`src/rtl/lsp_pkg.sv`:
```
// lsp_pkg.sv: shared types, constants and control structs for the lot sizing block
`timescale 1ns / 1ps
package lsp_pkg;

  localparam int VAL_W     = 32;
  localparam int FRAC_BITS = 16;
  localparam int COST_W    = 48;
  localparam int IDX_W     = 6;
  localparam int OP_W      = 64;
  localparam int PROD_W    = 2 * OP_W;
  localparam int DVD_W     = VAL_W + FRAC_BITS - 1;

  localparam logic signed [COST_W-1:0] COST_MAX = {1'b0, {(COST_W-1){1'b1}}};
  localparam logic signed [COST_W-1:0] COST_MIN = {1'b1, {(COST_W-1){1'b0}}};

  typedef struct packed {
    logic             first_period;
    logic [VAL_W-1:0] demand_intercept;
    logic [VAL_W-1:0] price_slope;
    logic [VAL_W-1:0] unit_cost;
    logic [VAL_W-1:0] setup_cost;
    logic [VAL_W-1:0] holding_cost;
  } in_item_t;

  typedef struct packed {
    logic signed [COST_W-1:0] best_cost;
    logic [IDX_W-1:0]         best_start;
    logic                     no_production;
    logic [IDX_W-1:0]         period_index;
  } out_item_t;

  // commands from controller to datapath
  typedef struct packed {
    logic load;
    logic rd_bt;
    logic setup;
    logic rd;
    logic calc_u;
    logic mul1;
    logic dem;
    logic mul2;
    logic upd;
    logic fin;
    logic emit;
  } lsp_cmd_t;

  // status from datapath to controller
  typedef struct packed {
    logic ratio_ok;
    logic mul_done;
    logic last_s;
    logic out_free;
  } lsp_sts_t;

  // saturating add in the cost range
  function automatic logic signed [COST_W-1:0] sat_add(
      input logic signed [COST_W-1:0] a, input logic signed [COST_W-1:0] b);
    logic signed [COST_W:0] s;
    s = {a[COST_W-1], a} + {b[COST_W-1], b};
    if (s[COST_W] != s[COST_W-1]) begin
      return s[COST_W] ? COST_MIN : COST_MAX;
    end
    return s[COST_W-1:0];
  endfunction

endpackage

```
`src/rtl/lsp_ctrl.sv`:
```
// lsp_ctrl.sv: sequencer that walks the start periods of one planning period
`timescale 1ns / 1ps
module lsp_ctrl (
  input  logic              clk,
  input  logic              rst_n,
  input  logic              in_valid,
  output logic              in_stall,
  input  lsp_pkg::lsp_sts_t sts,
  output lsp_pkg::lsp_cmd_t cmd
);
  import lsp_pkg::*;

  localparam logic [3:0] S_IDLE  = 4'd0;
  localparam logic [3:0] S_RDBT  = 4'd1;
  localparam logic [3:0] S_SETUP = 4'd2;
  localparam logic [3:0] S_DIVW  = 4'd3;
  localparam logic [3:0] S_RD    = 4'd4;
  localparam logic [3:0] S_U     = 4'd5;
  localparam logic [3:0] S_M1    = 4'd6;
  localparam logic [3:0] S_M1W   = 4'd7;
  localparam logic [3:0] S_DEM   = 4'd8;
  localparam logic [3:0] S_M2    = 4'd9;
  localparam logic [3:0] S_M2W   = 4'd10;
  localparam logic [3:0] S_UPD   = 4'd11;
  localparam logic [3:0] S_FIN   = 4'd12;
  localparam logic [3:0] S_OUT   = 4'd13;

  logic [3:0] state_r, state_nxt;

  // next state and commands
  always_comb begin
    state_nxt = state_r;
    cmd       = '0;
    unique case (state_r)
      S_IDLE: begin
        if (in_valid && rst_n) begin
          cmd.load  = 1'b1;
          state_nxt = S_RDBT;
        end
      end
      S_RDBT: begin
        cmd.rd_bt = 1'b1;
        state_nxt = S_SETUP;
      end
      S_SETUP: begin
        cmd.setup = 1'b1;
        state_nxt = S_DIVW;
      end
      S_DIVW: begin
        if (sts.ratio_ok) state_nxt = S_RD;
      end
      S_RD: begin
        cmd.rd    = 1'b1;
        state_nxt = S_U;
      end
      S_U: begin
        cmd.calc_u = 1'b1;
        state_nxt  = S_M1;
      end
      S_M1: begin
        cmd.mul1  = 1'b1;
        state_nxt = S_M1W;
      end
      S_M1W: begin
        if (sts.mul_done) state_nxt = S_DEM;
      end
      S_DEM: begin
        cmd.dem   = 1'b1;
        state_nxt = S_M2;
      end
      S_M2: begin
        cmd.mul2  = 1'b1;
        state_nxt = S_M2W;
      end
      S_M2W: begin
        if (sts.mul_done) state_nxt = S_UPD;
      end
      S_UPD: begin
        cmd.upd   = 1'b1;
        state_nxt = sts.last_s ? S_FIN : S_RD;
      end
      S_FIN: begin
        cmd.fin   = 1'b1;
        state_nxt = S_OUT;
      end
      S_OUT: begin
        if (sts.out_free) begin
          cmd.emit  = 1'b1;
          state_nxt = S_IDLE;
        end
      end
      default: state_nxt = S_IDLE;
    endcase
  end

  // state register
  always_ff @(posedge clk) begin
    if (!rst_n) begin
      state_r <= S_IDLE;
    end else begin
      state_r <= state_nxt;
    end
  end

  assign in_stall = !rst_n || (state_r != S_IDLE);

endmodule

```
`config.mk`:
```
export PLATFORM = sky130hd
export DESIGN_NAME = lsp_ctrl
export DESIGN_NICKNAME = d
export VERILOG_FILES = /design/src/rtl/lsp_pkg.sv /design/src/rtl/lsp_ctrl.sv
export SDC_FILE = /design/constraint.sdc
export NUM_CORES = 1
export LEC_CHECK = 0
export ABC_AREA = 1
export BUFFER_PORTS_ARGS = -buffer_cell sky130_fd_sc_hd__buf_2
export CORE_AREA = 2 2 39 41
export CTS_CLUSTER_SIZE = 16
export DETAILED_ROUTE_END_ITERATION = 12
export DIE_AREA = 0 0 41 43
export GPL_TIMING_DRIVEN = 0
export PLACE_DENSITY = 0.66
export SETUP_SLACK_MARGIN = 0.2
export SYNTH_ARGS = -nofsm -noshare
export SYNTH_HDL_FRONTEND = slang
export SYNTH_SLANG_ARGS = --single-unit
```
`constraint.sdc`:
```
create_clock -name clk -period 1.5 [get_ports clk]
set_input_delay 0.3 -clock clk [delete_from_list [all_inputs] [get_ports clk]]
set_output_delay 0.3 -clock clk [all_outputs]
set_load 0.05 [all_outputs]
```
### After elaboration in Yosys (flattened, before gate mapping)

Index checks and enable logic that the tools add are counted.

* output and inout port bits: 12
* flip-flop bits (word level): 4

* equal/unequal tests: 18
* reductions and logical operators: 6
* multiplexer cells: 20

Operators by type and width (number)
* $pmux W4 S14: 1
* $eq A4 B4 Y1 const B: 6
* $mux W4: 6
* $eq A4 B3 Y1 const B: 4
* $mux W1: 13
* $ne A2 B2 Y1 const B: 5
* $eq A4 B2 Y1 const B: 2
* $reduce_and A5 Y1: 1
* $eq A4 B1 Y1 const B: 1
* $logic_not A4 Y1: 1
* $reduce_bool A4 Y1: 1
* $logic_and A1 B1 Y1: 1
* $logic_not A1 Y1: 1
* $logic_or A1 B1 Y1: 1

### Logic depth before layout (Yosys ltp)

* word-level depth: 3
* depth in mapped cells: 8
* gate-level depth less buffers: 8

### Least setup slack after synthesis

Ideal clock, no wire load.

* path type: register to output
* from: reg state_r[0]
* to: out cmd[0] (netlist name)
* stages on the path, launching flop included: 5
* setup slack: -0.527 ns
* arrival time: 1.727 ns
* cells stage by stage: dfxtp_1 > inv_2 > nor2_1 > inv_1 > nor3_1

RTL lines
* start, declared: line lsp_ctrl.sv:28 `logic [3:0] state_r, state_nxt;`
* start signal, assigned: line lsp_ctrl.sv:101 `state_r <= state_nxt;`
* end, declared: line lsp_ctrl.sv:9 `output lsp_pkg::lsp_cmd_t cmd`

==> run_results.csv <==
group,metric,value,unit
synth,syn_avg_cell_area,5.14,um^2
layout,drive_gt1_frac,0.712,
clock_network,cts_sinks,4,
synth,synth_xor_xnor_area_share,0,
drt,wl_met1,619,um
synth,synthAdderAreaFrac,0,
clock_network,ctsHoldBuffers,0,
synth,synth_mux_area_frac,0,
drt,first_iter_violations,10,
clock_network,clock_latency,230,ps
layout,num_antenna_cells,0,
synth,synth_nets,91,
status,status,"finished, final reports clean",
drt,dr.pass1.iters,4,
timing,slew-limit-headroom,0.839,
global_routing,grt_usage,0.177,
clock_network,clk_pin_slew,30,ps
timing,fin_ws,30.7,ps
floorplanning,coreArea,1380,um^2
placed_design,dp_slack,19.6,ps
timing,tightest_slew,240,ps
power,clockPowerShare,0.082,
timing,setup_viol,0,
worst_setup_path,crit_path_start_kind,"flop",
drt,wl_met3,44,um
floorplanning,die_x,41,um
power,p_comb_frac,0.761,
synth,synth_top_family_by_area,"simple AND/OR/NAND/NOR gates",
clock_network,clockBufferDepth,2,
worst_setup_path,worst_setup_path_end_kind,"primary output",
run,maxCapViolCount,0,
timing,rsz0062_at_grt,"yes",
clock_network,clockRootBuffer,"clkbuf_4",
synth,ys_seq_area_frac,0.186,
power,internal_power,707,uW
placed_design,dpl.cell_count,118,
timing,skew,0.548,ps
synth,yosysWarnings,0,
worst_setup_path,cp.arrival,1170,ps
floorplanning,die_area,1760,um^2
synth,synth.ff_latch_count,4,
drt,drt-vias-per-instance,4.87,
timing,max_freq,681,MHz
drt,wl_met2,937,um
global_routing,antenna_found_initial,0,
power,leakage,0.475,nW
power,power.share.switching,0.547,
worst_setup_path,crit_type,"reg -> out",
power,power_frac_seq,0.157,
timing,final_hold_viol_count,0,
drt,drt.antenna.violating_nets,0,
layout,syn2layout_area_growth,128,%
drt,top_layer,"met4",
layout,seq_area,95.1,um^2
floorplanning,io_pins,19,
synth,synthesis.area,432,um^2
layout,fill_cells,115,
power,power.switching,853,uW
timing,drv_slew,0,
layout,multi_input_area,453,um^2
drt,wl_per_cell,12.3,um
layout,largestRegisters,"state_r x4",
drt,vias,652,
layout,finalNonFillerCells,134,
synth,synth-compound-area-share,0.0696,
worst_setup_path,cp_data_required_time,1200,ps
floorplanning,start_util,0.312,
placed_design,post_dp_cell_area,628,um^2
drt,drc,0,
timing,fin_crit_sh,0.980,
timing,worst_hold_slack,338,ps
floorplanning,fp.dieH,43,um
layout,fin_nets,127,
power,p_per_area,1580,nW/um^2
layout,final_area,985,um^2
global_routing,grt_max_degree,7,
layout,largest_register_ff_count,4,
hold_path,hp-class,"in -> reg",
layout,largest_register,"state_r",
synth,syn_inst,84,
floorplanning,rows,14,
clock_network,cts_buffers,3,
placed_design,gp_congestion,0.807,
drt,wl,1640,um
worst_setup_path,crit_fanout,5,
clock_network,cts_tree,"done",
global_routing,grt_pass1_vias,558,
global_routing,grt_pass1_wl,2160,um
timing,period_needed,1470,ps
power,ir_drop,1.32,mV
worst_setup_path,r2r_setup_slack,40,ps
placed_design,io_buffers,18,
placed_design,dp_hpwl,979,um
global_routing,grt_overflow_total,0,
synth,synthDistinctLibCells,13,
synth,yosys.area_share.simple,0.580,
clock_network,htree_levels,1,
layout make-up:
class	instances	share of cell area
flip-flops and latches	4	0.0966
repair buffers	31	0.305
well taps	16	0.0203
multi-input cells	61	0.460
clock buffers	3	0.0229
inverters	19	0.0953
stage by stage:
stage          utilization  power (mW)  TNS [ps]
2_1_floorplan            -       0.807         0
3_3_place_gp         0.454       0.926         0
3_5_place_dp         0.454       0.936         0
4_1_cts              0.610        1.34         0
5_1_grt              0.712        1.64     -85.1
6_report             0.712        1.56         0
kinds of logic after synthesis:
group | Yosys count
AND/OR/NAND/NOR | 55
buffers and inverters | 19
AO/OA/AOI/OAI | 6
flip-flops | 4
worst max-delay path, stage by stage (launching register included):
cell	delay [ps]
dfxtp_4	390
inv_6	50
nor2_4	130
inv_4	70
nor3_4	110
buf_6	170
path summary, 6_finish.rpt:
kind	start	to	cells after the start
setup / recovery	state_r[0]	cmd[0]	5
hold / removal	rst_n	state_r[0]	3
setup reg to reg	state_r[3]	state_r[3]	9
hold reg to reg	state_r[3]	state_r[3]	2
cell usage in the layout, fill, tap and decap left out, types with 3 or more instances in the layout:
| cell type | synthesis | routed |
|---|---|---|
| nand2_1 | 23 | 15 |
| inv_2 | 1 | 6 |
| buf_8 | 0 | 7 |
| nand3_1 | 8 | 3 |
| nor2_1 | 12 | 4 |
| buf_2 | 0 | 6 |
| inv_4 | 0 | 4 |
| nand2_2 | 2 | 8 |
| buf_4 | 0 | 10 |
| clkbuf_4 | 0 | 3 |
| dfxtp_4 | 0 | 4 |
| a21oi_1 | 4 | 3 |
| nor2_4 | 0 | 12 |
| nand3_2 | 2 | 6 |
| buf_6 | 0 | 8 |
| inv_1 | 18 | 6 |
synth_stat cells:
cell type,number,share of area
nand4_1,1,0.015
dfxtp_1,4,0.19
inv_1,18,0.16
nor2_1,12,0.10
nand3_1,8,0.093
a21oi_1,4,0.046
inv_2,1,0.0087
nand2_1,23,0.20
o21ai_0,2,0.023
nand2_2,2,0.029
nor3_1,3,0.035
nand3_2,2,0.046
nor2_2,4,0.058
routing by layer:
layer  track usage  up-vias
met5             0        -
met4         0.113        0
li1              -      329
met2         0.288       22
met3        0.0366        4
met1         0.192      297
what timing repair did:
action                     4_1_cts  5_1_grt
pin swaps                       10       10
buffers inserted                 7        6
setup endpoints to repair       16       16
resized for setup               50       27
power by group through the flow:
stage / sequential [mW] / combinational (mW) / clock (mW)
5_1_grt: 0.251 / 1.25 / 0.140
6_report: 0.246 / 1.19 / 0.127
2_1_floorplan: 0.192 / 0.615 / 0
4_1_cts: 0.226 / 0.978 / 0.137
3_5_place_dp: 0.199 / 0.737 / 0
3_3_place_gp: 0.200 / 0.726 / 0
No activity file was read; power rests on OpenSTA's default activity.
